`config.mk`:
```
export PLATFORM = sky130hd
export DESIGN_NAME = htsd_front
export DESIGN_NICKNAME = d
export VERILOG_FILES = /design/src/rtl/htsd_pkg.sv /design/src/rtl/htsd_fifo.sv /design/src/rtl/htsd_front.sv
export SDC_FILE = /design/constraint.sdc
export NUM_CORES = 1
export LEC_CHECK = 0
export ABC_AREA = 0
export ABC_CLOCK_PERIOD_IN_PS = 5100
export BUFFER_PORTS_ARGS = -buffer_cell sky130_fd_sc_hd__buf_2
export CAP_MARGIN = 20
export CORE_MARGIN = 2
export CORE_UTILIZATION = 37
export DETAILED_ROUTE_END_ITERATION = 10
export HOLD_SLACK_MARGIN = 0.06
export PLACE_DENSITY_LB_ADDON = 0.1
export SYNTH_ARGS = -nofsm -noshare
export SYNTH_HDL_FRONTEND = slang
export SYNTH_SLANG_ARGS = --single-unit
```
`constraint.sdc`:
```
create_clock -name i_clk -period 5.1 [get_ports i_clk]
set_clock_uncertainty 0.1 [all_clocks]
set_input_delay 1.02 -clock i_clk [delete_from_list [all_inputs] [get_ports i_clk]]
set_output_delay 1.02 -clock i_clk [all_outputs]
set_load 0.01 [all_outputs]
```
`src/rtl/htsd_pkg.sv`:
```
// Shared types and constants for the tree-walk stream decoder.
// Item structs, request, kind and status codes, internal command format.
// No dependencies.
package htsd_pkg;

    localparam int SYM_W  = 9;
    localparam int CODE_W = 32;
    localparam int LEN_W  = 7;

    localparam logic [1:0] REQ_RESET  = 2'd0;
    localparam logic [1:0] REQ_LOAD   = 2'd1;
    localparam logic [1:0] REQ_DECODE = 2'd2;
    localparam logic [1:0] REQ_NONE   = 2'd3;

    localparam logic [1:0] KIND_SYM    = 2'd0;
    localparam logic [1:0] KIND_EOS    = 2'd1;
    localparam logic [1:0] KIND_STATUS = 2'd2;

    localparam logic [2:0] ST_OK      = 3'd0;
    localparam logic [2:0] ST_ON_NODE = 3'd1;
    localparam logic [2:0] ST_THROUGH = 3'd2;
    localparam logic [2:0] ST_FULL    = 3'd3;
    localparam logic [2:0] ST_MISSING = 3'd4;

    localparam logic [SYM_W-1:0] EOS_SYMBOL   = 9'd256;
    localparam logic [LEN_W-1:0] MAX_CODE_LEN = 7'd32;
    localparam logic [LEN_W-1:0] CODE_BITS    = 7'd32;
    localparam logic [7:0]       DATA_MSB     = 8'h80;
    localparam logic [3:0]       BYTE_BITS    = 4'd8;

    typedef enum logic [1:0] {
        OP_RESET,
        OP_LOAD,
        OP_DECODE
    } t_op;

    typedef struct packed {
        logic [1:0]        req_type;
        logic [SYM_W-1:0]  symbol_id;
        logic [CODE_W-1:0] code_bits;
        logic [5:0]        code_len;
        logic [7:0]        data_byte;
    } t_in_item;

    typedef struct packed {
        logic [1:0] kind;
        logic [7:0] symbol;
        logic [2:0] status;
        logic       last;
    } t_out_item;

    typedef struct packed {
        t_op               op;
        logic [SYM_W-1:0]  symbol_id;
        logic [CODE_W-1:0] code_bits;
        logic [LEN_W-1:0]  code_len;
        logic [7:0]        data_byte;
    } t_cmd;

endpackage

```
`src/rtl/htsd_fifo.sv`:
```
// Small synchronous queue with registered storage and occupancy count.
// Used for the command queue and the result queue. No dependencies.
module htsd_fifo #(
    parameter int WIDTH = 8,
    parameter int DEPTH = 2
) (
    input  logic             i_clk,
    input  logic             i_rst_n,
    input  logic             i_push,
    input  logic [WIDTH-1:0] i_data,
    output logic             o_full,
    input  logic             i_pop,
    output logic [WIDTH-1:0] o_data,
    output logic             o_empty
);

    localparam int AW = (DEPTH > 1) ? $clog2(DEPTH) : 1;

    logic [WIDTH-1:0] r_mem [DEPTH];
    logic [AW-1:0]    r_wr;
    logic [AW-1:0]    r_rd;
    logic [AW:0]      r_count;
    logic             w_do_push;
    logic             w_do_pop;

    assign o_full    = (r_count == (AW+1)'(DEPTH));
    assign o_empty   = (r_count == '0);
    assign o_data    = r_mem[r_rd];
    assign w_do_push = i_push && !o_full;
    assign w_do_pop  = i_pop && !o_empty;

    always_ff @(posedge i_clk) begin
        if (w_do_push) begin
            r_mem[r_wr] <= i_data;
        end
    end

    always_ff @(posedge i_clk) begin
        if (!i_rst_n) begin
            r_wr    <= '0;
            r_rd    <= '0;
            r_count <= '0;
        end else begin
            if (w_do_push) begin
                r_wr <= (r_wr == AW'(DEPTH - 1)) ? '0 : r_wr + AW'(1);
            end
            if (w_do_pop) begin
                r_rd <= (r_rd == AW'(DEPTH - 1)) ? '0 : r_rd + AW'(1);
            end
            if (w_do_push && !w_do_pop) begin
                r_count <= r_count + (AW+1)'(1);
            end else if (w_do_pop && !w_do_push) begin
                r_count <= r_count - (AW+1)'(1);
            end
        end
    end

endmodule

```
`src/rtl/htsd_front.sv`:
```
// Front end: accepts input items, drops unknown requests, clips code length
// and queues commands for the back end. Depends on htsd_pkg and htsd_fifo.
module htsd_front (
    input  logic                i_clk,
    input  logic                i_rst_n,
    input  logic                i_push,
    input  htsd_pkg::t_in_item  i_item,
    output logic                o_full,
    output htsd_pkg::t_cmd      o_cmd,
    output logic                o_cmd_empty,
    input  logic                i_cmd_pop
);

    htsd_pkg::t_cmd                   w_cmd;
    logic                             w_keep;
    logic [htsd_pkg::LEN_W-1:0]       w_len;
    logic [$bits(htsd_pkg::t_cmd)-1:0] w_head;

    always_comb begin
        w_len = {1'b0, i_item.code_len};
        if (w_len > htsd_pkg::MAX_CODE_LEN) begin
            w_len = htsd_pkg::MAX_CODE_LEN;
        end
        w_keep = 1'b1;
        case (i_item.req_type)
            htsd_pkg::REQ_RESET:  w_cmd.op = htsd_pkg::OP_RESET;
            htsd_pkg::REQ_LOAD:   w_cmd.op = htsd_pkg::OP_LOAD;
            htsd_pkg::REQ_DECODE: w_cmd.op = htsd_pkg::OP_DECODE;
            default: begin
                w_cmd.op = htsd_pkg::OP_DECODE;
                w_keep   = 1'b0;
            end
        endcase
        w_cmd.symbol_id = i_item.symbol_id;
        w_cmd.code_bits = i_item.code_bits;
        w_cmd.code_len  = w_len;
        w_cmd.data_byte = i_item.data_byte;
    end

    htsd_fifo #(
        .WIDTH ($bits(htsd_pkg::t_cmd)),
        .DEPTH (2)
    ) u_cmd_q (
        .i_clk   (i_clk),
        .i_rst_n (i_rst_n),
        .i_push  (i_push && w_keep),
        .i_data  (w_cmd),
        .o_full  (o_full),
        .i_pop   (i_cmd_pop),
        .o_data  (w_head),
        .o_empty (o_cmd_empty)
    );

    assign o_cmd = htsd_pkg::t_cmd'(w_head);

endmodule

```
==> impl_metrics.py <==
metrics = {
    "status": {
        "outcome": "complete, but fails checks",
        "violations": "DRC",
    },
    "synth": {
        "synthSimpleGateAreaFrac_pct": 2.16,
        "synthArstFlopShare_pct": 0,
        "yosysWarnings": 0,
        "synth_top_family_by_area": "multiplexers",
        "synth_seq_cells": 119,
        "synth_mux_area_share_pct": 14.8,
        "synth_commonest_cells": "114 x edfxtp_1, 57 x mux2_2, 8 x nor2b_1",
        "ys_top_cells_by_area": "edfxtp_1 78%, mux2_2 15%, dfxtp_1 2.3%",
        "synth_compound_area_share_pct": 0.851,
        "syn_avg_cell_area_um2": 20.8,
        "yosysSeqAreaShare_pct": 79.9,
        "synth_xor_area_share_pct": 0.596,
        "yosysUniqueCellTypes": 22,
        "synth_fa_ha_area_share_pct": 0.284,
        "yosys.area.top_type": "edfxtp_1",
        "synth_most_common_cell": "edfxtp_1",
        "synth_top_area_share_pct": 77.6,
        "synth_area_mm2": 0.00441,
        "synth-main-ff-cell": "edfxtp_1",
        "syn_inst": 212,
        "synth-edff-count": 114,
        "syn_nets": 274,
    },
    "timing": {
        "fmax_mhz": 293,
        "fin_tns_setup_ns": 0,
        "rsz0062_at_grt": "false",
        "maxSlewViolCount": 0,
        "max_slew.worst_pin.slew_ns": 0.910,
        "setup_viol": 0,
        "finalWorstSetupSlack_ns": 1.69,
        "relSlewSlack_pct": 39.3,
        "hold_viol_final": 0,
        "post-route-period-util_pct": 66.8,
        "period_minus_slack_ns": 3.41,
    },
    "pwr": {
        "p_clk_share_pct": 39.2,
        "p_comb_share_pct": 20.0,
        "p_int_mw": 2.39,
        "switching_power_uw": 777,
        "p_leak_nw": 2.18,
        "power_density_mw_per_mm2": 548,
        "vdd_drop_max_v": 0.000257,
        "p_seq_share_pct": 40.7,
        "switching_share_pct": 24.5,
    },
    "floorplanning": {
        "fp.dieW_um": 113,
        "die_h_um": 113,
        "core_area_mm2": 0.0115,
        "start_util_pct": 38.3,
        "dieArea_mm2": 0.0128,
        "pin_count": 121,
        "row_count": 39,
    },
    "clocking": {
        "cts_setup_buffers": 0,
        "clk_path_buf_depth": 2,
        "cts_resized": 0,
        "clock_sinks": 119,
        "hold_buffers": 0,
        "h-tree-depth": 4,
        "cts_root_buf": "clkbuf_16",
        "clock_latency_ns": 0.40,
        "cts_tree": "done",
        "clkTransAtPathRegs_ns": 0.05,
        "cts_buffers": 17,
    },
    "grt": {
        "grt_max_degree": 35,
        "grt_pass1_vias": 2403,
        "grt_first_pass_wirelength_um": 12600,
        "gr-total-overflow": 0,
        "grt_usage_pct": 13.5,
        "antenna_found_initial": 0,
    },
    "setup_path": {
        "crit_required_ns": 3.98,
        "cp-end-kind": "primary output",
        "cp.buffers_inverters": 2,
        "worstPathArrival_ns": 2.29,
        "r2r_end": "u_cmd_q.r_mem[1][40]",
        "rr_worst_depth": 4,
        "slowest_delay_ns": 0.87,
        "crit_chain": "buf_4 > mux2_2 > buf_2",
        "worstReg2RegStart": "u_cmd_q.r_count[0]",
        "path_class": "reg2out",
        "cp-start-kind": "flop",
        "reg2reg_slack_ns": 2.60,
        "crit_family": "flip-flops",
        "worst-path-max-fanout": 33,
        "worst_path_max_delay_cell": "dfxtp_2",
    },
    "cells_and_area": {
        "drive_above_1_share_pct": 58.7,
        "layout.cells.non_filler": 501,
        "fillerInstances": 995,
        "nets": 407,
        "syn_to_final_growth_pct": 31.2,
        "n_antenna_cell": 0,
    },
    "min_path": {
        "hold_path.class": "reg2reg",
        "min_path_cells": 2,
        "hold_start": "u_cmd_q.r_wr",
        "whs_endpoint": "u_cmd_q.r_wr",
    },
    "placed_design": {
        "port_buffers": 119,
        "place_inst": 469,
        "place.gp.congestion": 0.702,
        "post-place-ws_ns": 1.86,
        "hpwlAfterDp_um": 5390,
    },
    "drt": {
        "wl_um": 8330,
        "drt-initial-drc-count": 122,
        "route.detailed.drc": 8,
        "routed_via_density": 4.62,
        "antenna_left": 0,
        "drt-wirelength-per-cell_um": 16.6,
        "vias": 2316,
        "dr.pass1.iters": 7,
    },
    "job": {
        "maxCapViolCount": 0,
    },
}
==> metal layers <==
metal / GRT usage (%) / routed length (um)
met1: 15.1 / 3360
met2: 22.8 / 4420
met3: 5.14 / 479
met4: 6.34 / 80
met5: 0 / 0
==> kinds of logic (layout without fill, tap and decap cells) <==
family | count (synthesis) | after routing
xor gates and xnor gates | 3 | 3
AOI/OAI and AO/OA | 4 | 4
adders and majority gates | 1 | 1
and+or+nand+nor | 16 | 16
buffers and inverters | 10 | 156
muxes | 58 | 58
DFF | 119 | 119
other | 1 | 1
==> worst max path at each step <==
stage / slack, ns / to / depth (start not counted)
after CTS: 1.58 / o_cmd[57] / 3
after global placement: 1.87 / u_cmd_q.r_mem[1][43] / 4
final: 1.69 / o_cmd[4] / 3
after detailed placement: 1.86 / u_cmd_q.r_mem[1][50] / 4
after floorplan: 0.61 / u_cmd_q.r_mem[0][0] / 3
after global routing: 1.52 / o_cmd[57] / 3
==> worst min-delay path: stages (launching register included) <==
cell     delay (ns)
dfxtp_1        0.34
nand2_1        0.07
mux2i_1        0.06
==> sequential cells by signal, summed over array words and instances (netlist names), named ones only <==
register,count
u_cmd_q.r_count,2
u_cmd_q.r_mem,114
u_cmd_q.r_wr,1
u_cmd_q.r_rd,1
==> final cells by class <==
type / count / area (um^2) / share of cell area [%]
Sequential cell: 119 / 3520 / 60.9
Multi-Input combinational cell: 83 / 836 / 14.4
Timing Repair Buffer: 123 / 626 / 10.8
Clock buffer: 20 / 437 / 7.55
Clock inverter: 12 / 181 / 3.14
Tap cell: 143 / 179 / 3.09
Inverter: 1 / 3.75 / 0.0649
==> power groups by stage <==
stage               Clock (mW)  Sequential, mW  Combinational [mW]
finish                    1.24            1.29               0.635
global route              1.31            1.31               0.689
CTS                       1.27            1.30               0.655
detailed placement           0            1.31               0.651
global placement             0            1.31               0.654
floorplan                    0            1.27               0.438
==> metrics by stage <==
stage                     instance area, um^2  power, mW  util (%)  hold slack, ns
final                                    5790       3.17      50.2           0.414
after global routing                     5790       3.31      50.2           0.456
after CTS                                5790       3.22      50.2           0.417
after detailed placement                 5170       1.97      44.9           0.407
after global placement                   5170       1.96      44.9           0.403
after floorplan                          4410       1.71         -           0.351
==> cell usage in the layout, fill, tap and decap left out, types with 2 or more instances in the layout <==
cell       instances
and2_1             3
buf_2            119
buf_4              4
bufinv_16          5
clkbuf_1           3
clkbuf_16         17
clkinv_1           3
clkinv_2           4
dfxtp_1            4
edfxtp_1         114
mux2_2            57
nor2b_1            7
xnor2_1            2
Note: power is estimated with default switching activity, not from simulation.
