`src/rtl/htsd_fifo.sv`:
```
// Small synchronous queue with registered storage and occupancy count.
// Used for the command queue and the result queue. No dependencies.
module htsd_fifo #(
    parameter int WIDTH = 8,
    parameter int DEPTH = 2
) (
    input  logic             i_clk,
    input  logic             i_rst_n,
    input  logic             i_push,
    input  logic [WIDTH-1:0] i_data,
    output logic             o_full,
    input  logic             i_pop,
    output logic [WIDTH-1:0] o_data,
    output logic             o_empty
);

    localparam int AW = (DEPTH > 1) ? $clog2(DEPTH) : 1;

    logic [WIDTH-1:0] r_mem [DEPTH];
    logic [AW-1:0]    r_wr;
    logic [AW-1:0]    r_rd;
    logic [AW:0]      r_count;
    logic             w_do_push;
    logic             w_do_pop;

    assign o_full    = (r_count == (AW+1)'(DEPTH));
    assign o_empty   = (r_count == '0);
    assign o_data    = r_mem[r_rd];
    assign w_do_push = i_push && !o_full;
    assign w_do_pop  = i_pop && !o_empty;

    always_ff @(posedge i_clk) begin
        if (w_do_push) begin
            r_mem[r_wr] <= i_data;
        end
    end

    always_ff @(posedge i_clk) begin
        if (!i_rst_n) begin
            r_wr    <= '0;
            r_rd    <= '0;
            r_count <= '0;
        end else begin
            if (w_do_push) begin
                r_wr <= (r_wr == AW'(DEPTH - 1)) ? '0 : r_wr + AW'(1);
            end
            if (w_do_pop) begin
                r_rd <= (r_rd == AW'(DEPTH - 1)) ? '0 : r_rd + AW'(1);
            end
            if (w_do_push && !w_do_pop) begin
                r_count <= r_count + (AW+1)'(1);
            end else if (w_do_pop && !w_do_push) begin
                r_count <= r_count - (AW+1)'(1);
            end
        end
    end

endmodule

```
`config.mk`:
```
export PLATFORM = sky130hd
export DESIGN_NAME = htsd_fifo
export DESIGN_NICKNAME = d
export VERILOG_FILES = /design/src/rtl/htsd_fifo.sv
export SDC_FILE = /design/constraint.sdc
export NUM_CORES = 1
export LEC_CHECK = 0
export BUFFER_PORTS_ARGS = -buffer_cell sky130_fd_sc_hd__buf_2
export CORE_ASPECT_RATIO = 1.2
export CORE_UTILIZATION = 30
export CTS_CLUSTER_SIZE = 40
export DETAILED_ROUTE_END_ITERATION = 6
export HOLD_SLACK_MARGIN = 0.12
export SLEW_MARGIN = 15
export SYNTH_ARGS = -nofsm -noshare
export SYNTH_HDL_FRONTEND = slang
export SYNTH_SLANG_ARGS = --single-unit
```
`constraint.sdc`:
```
create_clock -name i_clk -period 1.75 [get_ports i_clk]
set_input_delay 0.0875 -clock i_clk [delete_from_list [all_inputs] [get_ports i_clk]]
set_output_delay 0.0875 -clock i_clk [all_outputs]
set_load 0.02 [all_outputs]
```
==> run_results.csv, run 1 <==
group,metric,value,unit
global_routing,antenna_found_initial,0,
detailed_routing,antenna_left,0,
pwr,seqPwrFrac,49.4,%
pwr,totalPowerFinal,1.421,mW
synth,seq_area_frac_synth,71.72,%
synth,ys.flop_type,"edfxtp_1",
synth,synth_top_area_share,59.35,%
pwr,p_comb_share,35.1,%
sta,finalSetupTns,0,ns
global_routing,grt_use_total,9.081,%
cells_and_area,fin_cells,117,
placement,gp_congestion,0.7153,
pwr,p_switching,0.4599,mW
pwr,p_int,0.9611,mW
cts,clockRootBuffer,"clkbuf_4",
detailed_routing,wl,1210,µm
placement,portBuffers,21,
cts,cts_buffer_depth,2,
sta,worst_pin_slew,0.3803,ns
global_routing,grt_pass1_vias,454,
worst_setup_path,worstPathRequired,1.98,ns
synth,yosysWarnings,0,
synth,synth_cell_types,20,
floorplanning,dieWidth,49.42,µm
synth,synth.top_cells.by_area,"edfxtp_1, dfxtp_1, mux2_2",
placement,place_inst,104,
worst_setup_path,crit_family,"simple AND/OR/NAND/NOR gates",
worst_setup_path,start_kind,"flop",
sta,fin_crit,1.547,ns
global_routing,grt_start_max_net_pins,12,
worst_hold_path,min_from,"i_push",
sta,rsz0062_at_grt,"false",
synth,yosysTopAreaCell,"edfxtp_1",
sta,finalSetupViolations,0,
synth,synthArstFlopShare,0,%
cts,clk_latency,0.29,ns
worst_hold_path,holdCritPathClass,"primary input to flop",
floorplanning,start_util,31.72,%
detailed_routing,via_per_inst,4.265,
cells_and_area,fill_cells,248,
floorplanning,die_height,58.91,µm
pwr,peakVddDrop,0.0008158,V
placement,place_hpwl,844.4,µm
sta,fmax,646.3,MHz
flow_run,maxCapViolCount,0,
worst_setup_path,worst-path-buf-inv,1,
cells_and_area,area_growth_syn_to_layout,32.77,%
detailed_routing,drtIter0Drc,6,
worst_setup_path,max_stage_delay,0.42,ns
worst_setup_path,r2r-start,"r_count[0]",
sta,fin_crit_sh,88.42,%
cts,path_clk_slew,0.11,ns
pwr,powerDensity,1322,nW/µm²
cts,htreeDepth,1,
cells_and_area,utilization,42.11,%
sta,fin_skew,0.003947,ns
worst_setup_path,crit_path_cell_trace,"nand2b_1, inv_2, nor2_1, ha_1, or3_1, a21boi_1",
synth,ys_ff_latch,21,
synth,syn_area,809.5,µm²
pwr,sw_frac_of_total,32.36,%
cts,cts.repair.resized,0,
synth,synth_common_cells,"edfxtp_1, mux2_2, dfxtp_1",
synth,synth_edf_count,16,
floorplanning,rows,20,
detailed_routing,routedWlPerCell,10.34,µm
pwr,pwr-share-clk,15.5,%
cts,clock_sinks,21,
detailed_routing,drc,0,
global_routing,grt_pass1_wl,1869,µm
cells_and_area,nets,98,
detailed_routing,first_pass_iters,4,
floorplanning,ios,22,
worst_setup_path,crit_type,"flop to flop",
worst_setup_path,endpoint_kind,"flop",
worst_setup_path,critPathMaxFanout,5,
cts,numCtsBuffers,3,
sta,maxSlewHeadroom,74.65,%
global_routing,overflow,0,
pwr,leakage,0.4216,nW
sta,hold_viol,0,
floorplanning,dieArea,2911,µm²
synth,syn_area_per_cell,16.19,µm²
cells_and_area,drive_gt1_share,41.67,%
sta,slew_violations,0,
cells_and_area,antennaDiodeCount,0,
worst_setup_path,slowest_stage,"dfxtp_1",
floorplanning,core,2552,µm²
cts,tritoncts,"yes",
synth,syn-instance-count,50,
worst_setup_path,crit_arrival,1.78,ns
worst_setup_path,startpoint,"r_count[0]",
synth,syn_nets,63,
synth,synth_most_common_cell,"edfxtp_1",
detailed_routing,num_vias,499,
outcome,status,"completed",
==> worst reg2reg max path, stage by stage (launching register included) <==
cell and delay, ns:
dfxtp_1 0.42, nand2b_1 0.18, inv_2 0.06, nor2_1 0.09, ha_1 0.26, or3_1 0.35, a21boi_1 0.13
==> routing by layer <==
layer | part of all wire, % | wire (µm) | GRT usage (%) | up-vias
met2 | 43 | 520 | 13.89 | 19
li1 | - | - | - | 249
met4 | 2.8 | 34 | 7.347 | 0
met1 | 48 | 581 | 10.67 | 227
met3 | 6.0 | 73 | 2.584 | 4
met5 | 0 | 0 | 0 | -
==> cell type report <==
| cell class | instances | area, µm² | area share [%] |
|---|---|---|---|
| inverters | 2 | 7.507 | 0.6985 |
| clock buffers | 4 | 26.28 | 2.445 |
| repair buffers | 31 | 202.7 | 18.86 |
| multi-input cells | 26 | 216.5 | 20.14 |
| well taps | 33 | 41.29 | 3.842 |
| flip-flops and latches | 21 | 580.6 | 54.02 |
==> per-stage QoR <==
| step | setup slack, ns | area (µm²) | hold WS [ns] |
|---|---|---|---|
| CTS | 0.1907 | 1075 | 0.1713 |
| finish | 0.2027 | 1075 | 0.1780 |
| detailed placement | 0.2111 | 958.4 | 0.2794 |
| floorplan | 0.2362 | 809.5 | 0.1864 |
| global route | 0.05987 | 1075 | 0.1762 |
| global placement | 0.2640 | 958.4 | 0.2769 |
==> path summary, 6_finish.rpt <==
kind                                   end  slack [ns]  cells past startpoint
worst max register to register  r_count[1]        0.20                      6
worst min register to register  r_count[1]        0.54                      2
worst min-delay path                  r_wr        0.18                      3
worst max-delay path            r_count[1]        0.20                      6
==> placed cells by master (no fill, tap or decap) <==
cell	instances
ha_1	1
clkbuf_4	3
and3_1	1
nor2_1	2
edfxtp_1	16
o21a_1	1
o21ai_0	1
clkbuf_1	1
mux2_2	8
inv_2	1
buf_4	1
or3_1	1
a21boi_0	1
buf_2	21
o21ai_1	1
nor3_2	1
xnor2_1	2
xor2_1	1
dfxtp_1	5
a21boi_1	1
nand2b_1	1
and2_1	3
inv_1	1
dlygate4sd3_1	9
==> cells by family (layout without fill, tap and decap cells) <==
kind of cell	after synthesis	count (layout)	synth area share (%)
buffers and inverters	3	37	1.544
xor gates and xnor gates	3	3	3.246
and+or+nand+nor	9	9	6.803
DFF	21	21	71.72
muxes	8	8	11.13
adders and majority gates	1	1	1.545
AOI/OAI and AO/OA	5	5	4.018
==> state kept, by name (all words and copies together), names as in the netlist, named ones only <==
name and cells:
r_count 2, r_rd 1, r_wr 1, r_mem 16
==> power groups by stage <==
stage / registers (mW) / logic (mW) / clock network (mW)
after global placement: 0.711 / 0.484 / 0
after detailed placement: 0.716 / 0.488 / 0
after CTS: 0.706 / 0.506 / 0.224
final: 0.702 / 0.499 / 0.220
after global routing: 0.712 / 0.546 / 0.251
after floorplan: 0.680 / 0.382 / 0
==> timing repair <==
action,CTS,global route
hold buffers,9,0
buffers inserted,0,0
hold endpoints to repair,21,0
Note: power is estimated with default switching activity, not from simulation.
==> run 2: changes to the inputs <==
--- a/config.mk
+++ b/config.mk
@@ -7,6 +7,7 @@
 export LEC_CHECK = 0
 export BUFFER_PORTS_ARGS = -buffer_cell sky130_fd_sc_hd__buf_2
 export CORE_ASPECT_RATIO = 1.2
+export CORE_MARGIN = 2
 export CORE_UTILIZATION = 30
 export CTS_CLUSTER_SIZE = 40
 export DETAILED_ROUTE_END_ITERATION = 6
==> run_results.csv, run 2 (synthesis gave the netlist of run 1 again) <==
group,metric,value,unit
detailed_routing,routedWlPerCell,11.26,µm
detailed_routing,drtIter0Drc,16,
pwr,sw_frac_of_total,33.01,%
worst_setup_path,worstSetupEndpoint,"r_count[1]",
pwr,p_int,0.9577,mW
pwr,seqPwrFrac,49.2,%
worst_hold_path,holdCritPathClass,"primary input to flop",
worst_setup_path,crit_family,"simple AND/OR/NAND/NOR gates",
cells_and_area,final_cell_mix,"buf_2, edfxtp_1, dlygate4sd3_1, mux2_2, dfxtp_1",
worst_setup_path,startpoint,"r_count[0]",
cts,post-cts-setup-buffer-count,0,
flow_run,maxCapViolCount,0,
pwr,p_switching,0.4720,mW
cts,path_clk_slew,0.11,ns
sta,slew_violations,0,
pwr,p_comb_share,35.4,%
floorplanning,core,2552,µm²
worst_setup_path,reg2reg_depth,6,
cells_and_area,drive_gt1_share,42.86,%
worst_setup_path,worstPathRequired,1.98,ns
cells_and_area,nets,98,
cts,cts_buffer_depth,2,
floorplanning,die_height,60.91,µm
cts,clockRootBuffer,"clkbuf_4",
detailed_routing,antenna_left,0,
sta,finalSetupTns,0,ns
worst_setup_path,max_stage_delay,0.43,ns
placement,place_hpwl,895.8,µm
cells_and_area,reg_top3,"r_mem: 16 flops, r_count: 2 flops",
worst_setup_path,endpoint_kind,"flop",
worst_setup_path,r2r-start,"r_count[0]",
floorplanning,dieWidth,51.42,µm
floorplanning,ios,22,
worst_setup_path,rr_endpoint,"r_count[1]",
cts,numCtsBuffers,3,
placement,post-place-ws,0.1807,ns
outcome,status,"completed",
worst_setup_path,crit_arrival,1.81,ns
cts,clk_latency,0.29,ns
detailed_routing,via_per_inst,4.265,
sta,fin_crit,1.579,ns
sta,maxSlewHeadroom,72.10,%
pwr,powerDensity,1329,nW/µm²
sta,fin_skew,0.002580,ns
pwr,leakage,0.4243,nW
worst_setup_path,slowest_stage,"dfxtp_1",
sta,fin_crit_sh,90.24,%
pwr,pwr-share-clk,15.5,%
cells_and_area,mostFrequentLayoutCell,"buf_2",
global_routing,grt_pass1_vias,460,
global_routing,grt_pass1_wl,1932,µm
placement,gp_congestion,0.6002,
global_routing,antenna_found_initial,0,
cells_and_area,top_register,"r_mem",
cells_and_area,area_growth_syn_to_layout,32.92,%
cts,tritoncts,"yes",
placement,place_inst,104,
worst_setup_path,worst-path-buf-inv,1,
global_routing,overflow,0,
worst_setup_path,reg2reg_slack,0.17,ns
detailed_routing,drc,0,
sta,worst_pin_slew,0.4184,ns
pwr,totalPowerFinal,1.430,mW
worst_hold_path,min_from,"i_push",
floorplanning,dieArea,3132,µm²
pwr,peakVddDrop,0.0007864,V
cts,clock_sinks,21,
sta,hold_viol,0,
sta,fmax,633.2,MHz
cells_and_area,fin_cells,117,
sta,rsz0062_at_grt,"false",
cts,cts.repair.resized,0,
detailed_routing,wl,1317,µm
cells_and_area,antennaDiodeCount,0,
cts,htreeDepth,1,
worst_setup_path,crit_type,"flop to flop",
worst_setup_path,critPathMaxFanout,5,
placement,portBuffers,21,
detailed_routing,first_pass_iters,2,
cts,hold_buffers,9,
sta,timing.final.ws_setup,0.1708,ns
global_routing,grt_start_max_net_pins,13,
floorplanning,start_util,31.72,%
detailed_routing,num_vias,499,
worst_setup_path,crit_path_cell_trace,"nand2b_1, inv_2, nor2_1, ha_1, or3_1, a21boi_1",
cells_and_area,fill_cells,265,
worst_setup_path,start_kind,"flop",
cells_and_area,largest_register_ffs,16,
sta,finalSetupViolations,0,
floorplanning,rows,20,
worst_setup_path,crit_cells,6,
global_routing,grt_use_total,8.830,%
-- run 2: cell types whose count changed in the layout (fill, tap and decap cells not counted), sizes merged --
cell,before,now
clkbuf,4,3
clkinv,0,1
-- run 2: area by class of cell --
class	count	area [µm²]	area share, %
sequential	21	580.6	53.95
multi-input combinational	26	216.5	20.12
timing repair buffer	31	202.7	18.84
tap	33	41.29	3.837
clock buffer	3	22.52	2.093
inverter	2	7.507	0.6977
clock inverter	1	5.005	0.4651
-- run 2: worst min-delay path by stage --
stage          slack, ns          end  depth (start not counted)
3_3_place_gp        0.28  r_mem[0][4]                          1
3_5_place_dp        0.28  r_mem[0][3]                          1
5_1_grt             0.17         r_wr                          3
6_report            0.19         r_wr                          3
2_1_floorplan       0.19  r_mem[0][0]                          0
4_1_cts             0.17         r_wr                          3
-- run 2: worst reg2reg max path, delay by kind of cell (launching register included) --
| family | cells | cell delay (ns) |
|---|---|---|
| compound gates | 1 | 0.13 |
| buf+inv | 1 | 0.06 |
| flops | 1 | 0.43 |
| simple gates | 3 | 0.64 |
| fa+ha+maj | 1 | 0.26 |
-- run 2: power by group through the flow --
stage / clock [mW] / combinational [mW] / sequential [mW]
floorplan: 0 / 0.382 / 0.680
global placement: 0 / 0.485 / 0.713
detailed placement: 0 / 0.494 / 0.718
CTS: 0.237 / 0.512 / 0.706
global route: 0.256 / 0.545 / 0.718
finish: 0.221 / 0.505 / 0.703
-- run 2: per-stage QoR --
stage	instance area, µm²	hold slack (ns)	utilization (%)
CTS	1076	0.1659	42.16
floorplan	809.5	0.1864	-
detailed placement	958.4	0.2814	37.55
finish	1076	0.1862	42.16
global route	1076	0.1734	42.16
global placement	958.4	0.2786	37.55
-- run 2: routing by layer --
metal	vias up	global-route usage (%)	part of all wire (%)
met2	16	15.57	49
met4	0	5.639	0.61
met3	2	2.217	7.0
met1	232	9.434	43
li1	249	-	-
met5	-	0	0
